$ cat config.mk
export PLATFORM = sky130hd
export DESIGN_NAME = ordered_timer_queue
export DESIGN_NICKNAME = d
export VERILOG_FILES = /design/src/hw/rtl/otq_pkg.sv /design/src/hw/rtl/otq_cell.sv /design/src/hw/rtl/otq_chain.sv /design/src/hw/rtl/ordered_timer_queue.sv
export SDC_FILE = /design/constraint.sdc
export NUM_CORES = 2
export LEC_CHECK = 0
export BUFFER_PORTS_ARGS = -buffer_cell sky130_fd_sc_hd__buf_2
export CELL_PAD_IN_SITES_DETAIL_PLACEMENT = 1
export CELL_PAD_IN_SITES_GLOBAL_PLACEMENT = 2
export CORE_MARGIN = 2
export CORE_UTILIZATION = 28
export CTS_CLUSTER_SIZE = 12
export DETAILED_ROUTE_END_ITERATION = 16
export GPL_ROUTABILITY_DRIVEN = 0
export MAX_ROUTING_LAYER = met4
export PLACE_DENSITY_LB_ADDON = 0.1
export SLEW_MARGIN = 20
export SYNTH_ARGS = -nofsm -noshare
export SYNTH_HDL_FRONTEND = slang
export SYNTH_SLANG_ARGS = --single-unit
$ cat constraint.sdc
create_clock -name clk -period 20.9 [get_ports clk]
set_input_delay 2.09 -clock clk [delete_from_list [all_inputs] [get_ports clk]]
set_output_delay 2.09 -clock clk [all_outputs]
set_load 0.05 [all_outputs]
$ cat src/hw/rtl/otq_pkg.sv
package otq_pkg;

  localparam int DEPTH     = 16;
  localparam int TIME_BITS = 32;
  localparam int REF_BITS  = 8;

  localparam int IDX_W = $clog2(DEPTH);
  localparam int CNT_W = $clog2(DEPTH + 1);

  localparam int IN_FIELDS_W  = REF_BITS + 3 * TIME_BITS;
  localparam int IN_DATA_W    = ((IN_FIELDS_W + 7) / 8) * 8;
  localparam int OUT_FIELDS_W = REF_BITS + 3 + TIME_BITS;
  localparam int OUT_DATA_W   = ((OUT_FIELDS_W + 7) / 8) * 8;

  typedef enum logic {
    REQ_ADD  = 1'b0,
    REQ_TICK = 1'b1
  } req_type_t;

  typedef struct packed {
    logic [TIME_BITS-1:0] expiry;
    logic [REF_BITS-1:0]  tref;
    logic [TIME_BITS-1:0] period;
  } timer_t;

  typedef enum logic [1:0] {
    OP_HOLD,
    OP_INSERT,
    OP_POP,
    OP_POPINS
  } cell_op_t;

  typedef struct packed {
    cell_op_t op;
    timer_t   entry;
  } cell_ctl_t;

  typedef struct packed {
    logic   valid;
    logic   gt;
    timer_t entry;
  } cell_link_t;

  // strict order on (expiry, id)
  function automatic logic key_lt(timer_t a, timer_t b);
    logic lt;
    if (a.expiry != b.expiry) begin
      lt = (a.expiry < b.expiry);
    end else begin
      lt = (a.tref < b.tref);
    end
    return lt;
  endfunction

endpackage

$ cat src/hw/rtl/otq_cell.sv
module otq_cell (
  input  logic               clk,
  input  logic               rst_n,
  input  otq_pkg::cell_ctl_t ctl,
  input  otq_pkg::cell_link_t from_left,
  input  otq_pkg::cell_link_t from_right,
  output otq_pkg::cell_link_t self
);
  import otq_pkg::*;

  logic   valid_r, valid_nxt;
  timer_t entry_r, entry_nxt;
  logic   gt;

  // new entry sorts before the one held here (or this cell is empty)
  assign gt = !valid_r || key_lt(ctl.entry, entry_r);

  always_comb begin
    valid_nxt = valid_r;
    entry_nxt = entry_r;
    case (ctl.op)
      OP_INSERT: begin
        if (gt) begin
          if (from_left.gt) begin
            valid_nxt = from_left.valid;
            entry_nxt = from_left.entry;
          end else begin
            valid_nxt = 1'b1;
            entry_nxt = ctl.entry;
          end
        end
      end
      OP_POP: begin
        valid_nxt = from_right.valid;
        entry_nxt = from_right.entry;
      end
      OP_POPINS: begin
        if (from_right.gt) begin
          if (!gt) begin
            valid_nxt = 1'b1;
            entry_nxt = ctl.entry;
          end
        end else begin
          valid_nxt = from_right.valid;
          entry_nxt = from_right.entry;
        end
      end
      default: begin
        valid_nxt = valid_r;
        entry_nxt = entry_r;
      end
    endcase
  end

  always_ff @(posedge clk) begin
    if (!rst_n) begin
      valid_r <= 1'b0;
    end else begin
      valid_r <= valid_nxt;
    end
    entry_r <= entry_nxt;
  end

  assign self.valid = valid_r;
  assign self.gt    = gt;
  assign self.entry = entry_r;

endmodule

$ cat src/hw/rtl/otq_chain.sv
module otq_chain (
  input  logic                clk,
  input  logic                rst_n,
  input  otq_pkg::cell_ctl_t  ctl,
  output otq_pkg::cell_link_t head,
  output logic                full
);
  import otq_pkg::*;

  cell_link_t links [DEPTH];
  cell_link_t edge_left;
  cell_link_t edge_right;

  assign edge_left  = '{valid: 1'b0, gt: 1'b0, entry: '0};
  assign edge_right = '{valid: 1'b0, gt: 1'b1, entry: '0};

  for (genvar i = 0; i < DEPTH; i++) begin : g_cell
    cell_link_t left_in;
    cell_link_t right_in;
    if (i == 0) begin : g_first
      assign left_in = edge_left;
    end else begin : g_mid_l
      assign left_in = links[i-1];
    end
    if (i == DEPTH - 1) begin : g_last
      assign right_in = edge_right;
    end else begin : g_mid_r
      assign right_in = links[i+1];
    end
    otq_cell u_cell (
      .clk        (clk),
      .rst_n      (rst_n),
      .ctl        (ctl),
      .from_left  (left_in),
      .from_right (right_in),
      .self       (links[i])
    );
  end

  assign head = links[0];
  assign full = links[DEPTH-1].valid;

endmodule

$ cat src/hw/rtl/ordered_timer_queue.sv
// Ordered timer queue: up to 16 timers kept sorted by (expiration, id) in a
// chain of cells, earliest at the head.
// Input beats: in_tuser selects add (0) or tick (1). An add stores a timer
// and returns one beat with earliest_changed / add_dropped. A tick removes
// every timer whose expiration is strictly below the tick time, one per cycle
// from the head; a repeating timer is put back at now + period (saturated)
// in the same cycle. Then one beat per expired timer goes out in order,
// or a single beat with expired_valid low if none expired; out_tlast marks
// the final beat of every item. All beats carry the post-item queue_empty
// and next_deadline.
// Timing: an add's result is registered. A tick scans the chain first,
// popping one expired entry per cycle from the head of the chain, then
// emits its beats as the output register is drained.
// in_tready is high when the block is idle and the output register is free
// or being drained this cycle; a stalled out_tready holds the current beat
// and the remaining results.
// Reset (rst_n low, synchronous) empties the queue and drops pending beats.
module ordered_timer_queue (
  input  logic                             clk,
  input  logic                             rst_n,
  input  logic                             in_tvalid,
  output logic                             in_tready,
  input  logic [otq_pkg::IN_DATA_W-1:0]    in_tdata,   // timer_ref, expire_time, period, tick_time
  input  logic                             in_tuser,   // req_type
  output logic                             out_tvalid,
  input  logic                             out_tready,
  output logic [otq_pkg::OUT_DATA_W-1:0]   out_tdata,  // expired_ref, earliest_changed,
                                                       // add_dropped, queue_empty,
                                                       // next_deadline, zero fill
  output logic                             out_tuser,  // expired_valid
  output logic                             out_tlast
);
  import otq_pkg::*;

  typedef enum logic [1:0] {
    ST_IDLE,
    ST_SCAN,
    ST_EMIT
  } state_t;

  state_t state_r;

  logic [REF_BITS-1:0]  in_ref;
  logic [TIME_BITS-1:0] in_expiry;
  logic [TIME_BITS-1:0] in_period;
  logic [TIME_BITS-1:0] in_now;

  assign in_ref    = in_tdata[REF_BITS-1:0];
  assign in_expiry = in_tdata[REF_BITS +: TIME_BITS];
  assign in_period = in_tdata[REF_BITS + TIME_BITS +: TIME_BITS];
  assign in_now    = in_tdata[REF_BITS + 2*TIME_BITS +: TIME_BITS];

  cell_ctl_t  ctl;
  cell_link_t head;
  logic       full;

  otq_chain u_chain (
    .clk   (clk),
    .rst_n (rst_n),
    .ctl   (ctl),
    .head  (head),
    .full  (full)
  );

  logic [TIME_BITS-1:0] now_r;
  logic [CNT_W-1:0]     cnt_r;
  logic [CNT_W-1:0]     idx_r;
  logic [REF_BITS-1:0]  xref_r [DEPTH];

  logic                 out_valid_r;
  logic                 out_ev_r;
  logic [REF_BITS-1:0]  out_ref_r;
  logic                 out_ec_r;
  logic                 out_drop_r;
  logic                 out_empty_r;
  logic [TIME_BITS-1:0] out_dl_r;
  logic                 out_last_r;

  logic                 out_free;
  logic                 out_load;
  logic                 in_acc;
  logic                 is_add;
  logic                 add_changed;
  logic                 head_expired;
  logic [TIME_BITS:0]   resched_sum;
  logic [TIME_BITS-1:0] resched_time;
  logic                 emit_last;

  assign out_free  = !out_valid_r || out_tready;
  assign in_tready = (state_r == ST_IDLE) && out_free;
  assign in_acc    = in_tvalid && in_tready;
  assign is_add    = (req_type_t'(in_tuser) == REQ_ADD);
  assign out_load  = ((state_r == ST_IDLE) && in_acc && is_add) ||
                     ((state_r == ST_EMIT) && out_free);

  assign add_changed  = (!head.valid || (in_expiry < head.entry.expiry)) && !full;
  assign head_expired = head.valid && (head.entry.expiry < now_r);
  assign resched_sum  = {1'b0, now_r} + {1'b0, head.entry.period};
  assign resched_time = resched_sum[TIME_BITS] ? '1 : resched_sum[TIME_BITS-1:0];
  assign emit_last    = (idx_r == cnt_r - CNT_W'(1));

  always_comb begin
    ctl.op    = OP_HOLD;
    ctl.entry = '{expiry: in_expiry, tref: in_ref, period: in_period};
    case (state_r)
      ST_IDLE: begin
        if (in_acc && is_add && !full) begin
          ctl.op = OP_INSERT;
        end
      end
      ST_SCAN: begin
        ctl.entry = '{expiry: resched_time, tref: head.entry.tref,
                      period: head.entry.period};
        if (head_expired) begin
          ctl.op = (head.entry.period != '0) ? OP_POPINS : OP_POP;
        end
      end
      default: begin
        ctl.op = OP_HOLD;
      end
    endcase
  end

  always_ff @(posedge clk) begin
    if (!rst_n) begin
      state_r     <= ST_IDLE;
      out_valid_r <= 1'b0;
      cnt_r       <= '0;
      idx_r       <= '0;
    end else begin
      if (out_load) begin
        out_valid_r <= 1'b1;
      end else if (out_tready) begin
        out_valid_r <= 1'b0;
      end
      case (state_r)
        ST_IDLE: begin
          if (in_acc) begin
            if (is_add) begin
              out_ev_r    <= 1'b0;
              out_ref_r   <= '0;
              out_ec_r    <= add_changed;
              out_drop_r  <= full;
              out_empty_r <= 1'b0;
              out_dl_r    <= add_changed ? in_expiry : head.entry.expiry;
              out_last_r  <= 1'b1;
            end else begin
              now_r   <= in_now;
              cnt_r   <= '0;
              state_r <= ST_SCAN;
            end
          end
        end
        ST_SCAN: begin
          if (head_expired) begin
            xref_r[cnt_r[IDX_W-1:0]] <= head.entry.tref;
            cnt_r                    <= cnt_r + CNT_W'(1);
          end else begin
            idx_r   <= '0;
            state_r <= ST_EMIT;
          end
        end
        ST_EMIT: begin
          if (out_free) begin
            out_ec_r    <= 1'b0;
            out_drop_r  <= 1'b0;
            out_empty_r <= !head.valid;
            out_dl_r    <= head.valid ? head.entry.expiry : '0;
            if (cnt_r == '0) begin
              out_ev_r   <= 1'b0;
              out_ref_r  <= '0;
              out_last_r <= 1'b1;
              state_r    <= ST_IDLE;
            end else begin
              out_ev_r   <= 1'b1;
              out_ref_r  <= xref_r[idx_r[IDX_W-1:0]];
              out_last_r <= emit_last;
              idx_r      <= idx_r + CNT_W'(1);
              if (emit_last) begin
                state_r <= ST_IDLE;
              end
            end
          end
        end
        default: begin
          state_r <= ST_IDLE;
        end
      endcase
    end
  end

  assign out_tvalid = out_valid_r;
  assign out_tuser  = out_ev_r;
  assign out_tlast  = out_last_r;
  assign out_tdata  = {{(OUT_DATA_W - OUT_FIELDS_W){1'b0}}, out_dl_r, out_empty_r,
                       out_drop_r, out_ec_r, out_ref_r};

endmodule
==> results.py <==
metrics = {
    "status": {
        "outcome": "complete, no violations",
    },
    "cts": {
        "worst_skew_pair.late_latency_ns": 0.97,
        "htree_levels": 4,
        "clk_root_buffer_cell": "clkbuf_16",
        "post_cts_hold_buffer_count": 0,
        "cts_buffer_depth": 4,
        "cts.repair.resized": 0,
        "numCtsBuffers": 198,
        "tritoncts": "built",
        "post-cts-setup-buffers": 0,
        "cts_sinks": 1390,
        "clk_pin_slew_worst_paths_ns": 0.06,
    },
    "global_route": {
        "antenna_found_initial": 30,
        "grt_start_max_net_pins": 152,
        "wire_length_of_the_first_global_routing_pass_um": 707000,
        "first_global_vias": 92646,
        "grt_overflow": 0,
        "total_routing_usage_reported_by_global_routing": 0.268,
    },
    "floorplan": {
        "floorplan.die.width_um": 605,
        "io-pin-count": 161,
        "dieHeight_um": 605,
        "start_util": 0.281,
        "core_area_mm2": 0.359,
        "row_count": 220,
        "die-area_mm2": 0.366,
    },
    "yosys": {
        "synth_largest_type_area_fraction": 0.403,
        "post-synth-top-area-cell": "edfxtp_1",
        "post_synth_instance_area_mm2": 0.101,
        "synth.area.top_cells": "edfxtp_1 (40%), ha_1 (8.9%), o21ai_0 (5.8%)",
        "synthesis.area_per_instance_um2": 9.12,
        "yosysUniqueCellTypes": 92,
        "synthCells": 11083,
        "synth.yosys.warnings": 0,
        "number_of_enable_type_register_cells_in_the_synthesized_netlist": 1357,
        "synth.ff_latch_count": 1390,
        "synth_async_sr_flop_share": 0,
        "synth-main-ff-cell": "edfxtp_1",
        "yosysSeqAreaShare": 0.410,
    },
    "hold_path": {
        "hold_class": "flop to flop",
        "hold_path_cell_cnt": 2,
        "hold_path.startpoint": "u_chain.g_cell[4].u_cell.self[64]",
    },
    "flow_run": {
        "drv.max_cap_violation_count": 0,
    },
    "power_and_ir_drop": {
        "power_density_mw_per_mm2": 84.5,
        "p_leak_nw": 42.3,
        "vdd_ir_drop_max_mv": 0.0715,
    },
    "sta": {
        "timing.slew.headroom": 0.180,
        "final.min_clock_period_ns": 9.67,
        "min_period_over_period": 0.462,
        "worstMarginPinSlew_ns": 1.23,
        "rsz0062_at_grt": "no",
        "timing.final.setup_violations": 0,
        "final_hold_viol_count": 0,
        "totalNegativeSetupSlack_ns": 0,
        "timing.fmax_mhz": 103,
        "timing.clock.skew_ns": 0.116,
        "worst_case_hold_slack_ns": 0.527,
        "slew_viol_final": 0,
    },
    "drt": {
        "drt_pre_antenna_iters": 13,
        "wl_um": 493000,
        "routed_via_density": 5.93,
        "drc_errors": 0,
        "wire_per_inst_um": 31.3,
        "final_antenna_net_count": 0,
        "drt_iter0_markers": 9989,
        "routed-via-count": 93496,
    },
    "critical_path": {
        "critPathTopFamily": "compound AO/OA/AOI/OAI gates",
        "critical-path-top-cell-by-count": "buf_4",
        "cp-end-kind": "flop",
        "crit_path_end": "u_chain.g_cell[12].u_cell.self[50]",
        "r2r_slack_ns": 11.23,
        "regToRegEndpoint": "u_chain.g_cell[12].u_cell.self[50]",
        "crit_path_max_fanout": 68,
        "worst_path_buf_inv": 4,
        "category_of_the_worst_setup_path_launch_point": "flop",
        "timing.critical_path.from": "u_chain.g_cell[0].u_cell.self[6]",
        "cp_slowest_stage_delay_ns": 0.87,
        "worst_path_max_delay_cell": "nor4_1",
        "instance_count_on_the_critical_path": 20,
        "timing.critical_path.cells": "ha_1 > a21o_1 > a31oi_1 > o311ai_0 > nor4_1 > o21ai_0 > a31o_2 > inv_1 > buf_4 > ha_1 > a2111oi_0 > nor4_1 > a2111oi_0 > a2bb2oi_1 > a211o_4 > buf_4 > buf_4 > o22ai_1 > a222oi_1 > nand2_1",
        "worst_r2r_startpoint": "u_chain.g_cell[0].u_cell.self[6]",
        "worstPathRequired_ns": 21.53,
        "worst-endpoint-arrival_ns": 10.30,
        "worst-setup-path-type": "flop to flop",
        "reg2regPathDepth": 20,
    },
    "layout": {
        "final_core_util": 0.317,
        "layout.filler_cells": 40983,
        "final_non_filler_cell_area_mm2": 0.114,
        "layout.cells.most_common_list": "edfxtp_1 (1357), nand2_1 (1190), o21ai_0 (1162)",
        "drive_above_1_share": 0.0871,
        "mostFrequentLayoutCell": "edfxtp_1",
        "syn2layout_area_growth_pct": 12.5,
        "fin_nets": 11651,
    },
    "place": {
        "hpwlAfterDp_um": 341000,
        "placement.cell_area_mm2": 0.108,
        "io_buffer_count": 155,
    },
}
==> synth_stat cells (178+ instances only) <==
master    count
a211oi_1    296
a21oi_1     953
a222oi_1    246
a22oi_1     319
buf_2       178
clkbuf_1    664
edfxtp_1   1357
ha_1        723
inv_1       741
mux2i_1     279
nand2_1    1200
nor2_1      781
o211ai_1    316
o21ai_0    1169
o221ai_1    359
==> metal layers <==
| layer | part of all wire | wire length, µm | track usage | vias to the layer above |
|---|---|---|---|---|
| met5 | 0 | 0 | - | - |
| li1 | - | - | - | 42186 |
| met4 | 0.038 | 18500 | 0.0893 | 0 |
| met3 | 0.059 | 29100 | 0.0346 | 604 |
| met2 | 0.43 | 211000 | 0.393 | 3118 |
| met1 | 0.48 | 234000 | 0.379 | 47588 |
==> power by group <==
group / internal [mW] / total, mW / leakage, nW / switching, mW
registers: 3.44 / 3.70 / 12.8 / 0.254
clock network: 1.95 / 3.41 / 3.02 / 1.46
logic: 0.804 / 2.51 / 26.4 / 1.70
total: 6.19 / 9.61 / 42.3 / 3.42
==> sequential cells by signal (all words and copies together) (netlist names), 2 cells and up, named ones only <==
register / flops
cnt_r: 5
idx_r: 5
now_r: 32
out_dl_r: 32
out_ref_r: 8
state_r: 2
u_chain.g_cell.u_cell.self: 1152
u_chain.g_cell.u_cell.valid_r: 16
xref_r: 128
==> worst min path at each step <==
stage                     slack, ns                                end
after floorplan                0.49                           cnt_r[1]
after global placement         0.51   u_chain.g_cell[4].u_cell.valid_r
after detailed placement       0.53   u_chain.g_cell[4].u_cell.valid_r
after CTS                      0.51  u_chain.g_cell[3].u_cell.self[64]
after global routing           0.53  u_chain.g_cell[3].u_cell.self[64]
final                          0.53  u_chain.g_cell[3].u_cell.self[64]
==> layout make-up <==
cell class / instances / area, µm² / area share
Antenna cell: 14 / 35.0 / 0.000308
Clock inverter: 105 / 912 / 0.00802
Inverter: 751 / 2830 / 0.0249
Timing Repair Buffer: 470 / 3350 / 0.0295
Multi-Input combinational cell: 8007 / 53900 / 0.474
Clock buffer: 251 / 5310 / 0.0467
Sequential cell: 1390 / 41400 / 0.364
Tap cell: 4773 / 5970 / 0.0525
==> worst register-to-register path, stage by stage, from the launching register on <==
cell	delay, ns
edfxtp_1	0.58
ha_1	0.45
a21o_1	0.21
a31oi_1	0.38
o311ai_0	0.32
nor4_1	0.88
o21ai_0	0.25
a31o_2	0.49
inv_1	0.48
buf_4	0.44
ha_1	0.37
a2111oi_0	0.45
nor4_1	0.10
a2111oi_0	0.44
a2bb2oi_1	0.42
a211o_4	0.54
buf_4	0.73
buf_4	0.72
o22ai_1	0.55
a222oi_1	0.47
nand2_1	0.10
==> metrics by stage <==
stage	worst slack, ns	total power, mW	instances
after floorplan	4.34	5.26	11087
after global placement	11.23	6.15	15390
after detailed placement	11.27	6.22	15391
after CTS	11.22	9.68	15747
after global routing	10.57	10.0	15758
final	11.23	9.61	15761
==> logic make-up (layout without fill, tap and decap cells) <==
logic type,Yosys count,after routing,synth area share
other,1,19,0.0000371
multiplexers,334,334,0.0382
AND/OR/NAND/NOR,2519,2519,0.106
adder cells (fa/ha/maj),724,724,0.0897
XOR/XNOR,30,30,0.00260
buffers and inverters,1690,1577,0.0657
AO/OA/AOI/OAI,4395,4395,0.289
flip-flops,1390,1390,0.410
No activity file was read; power rests on OpenSTA's default activity.
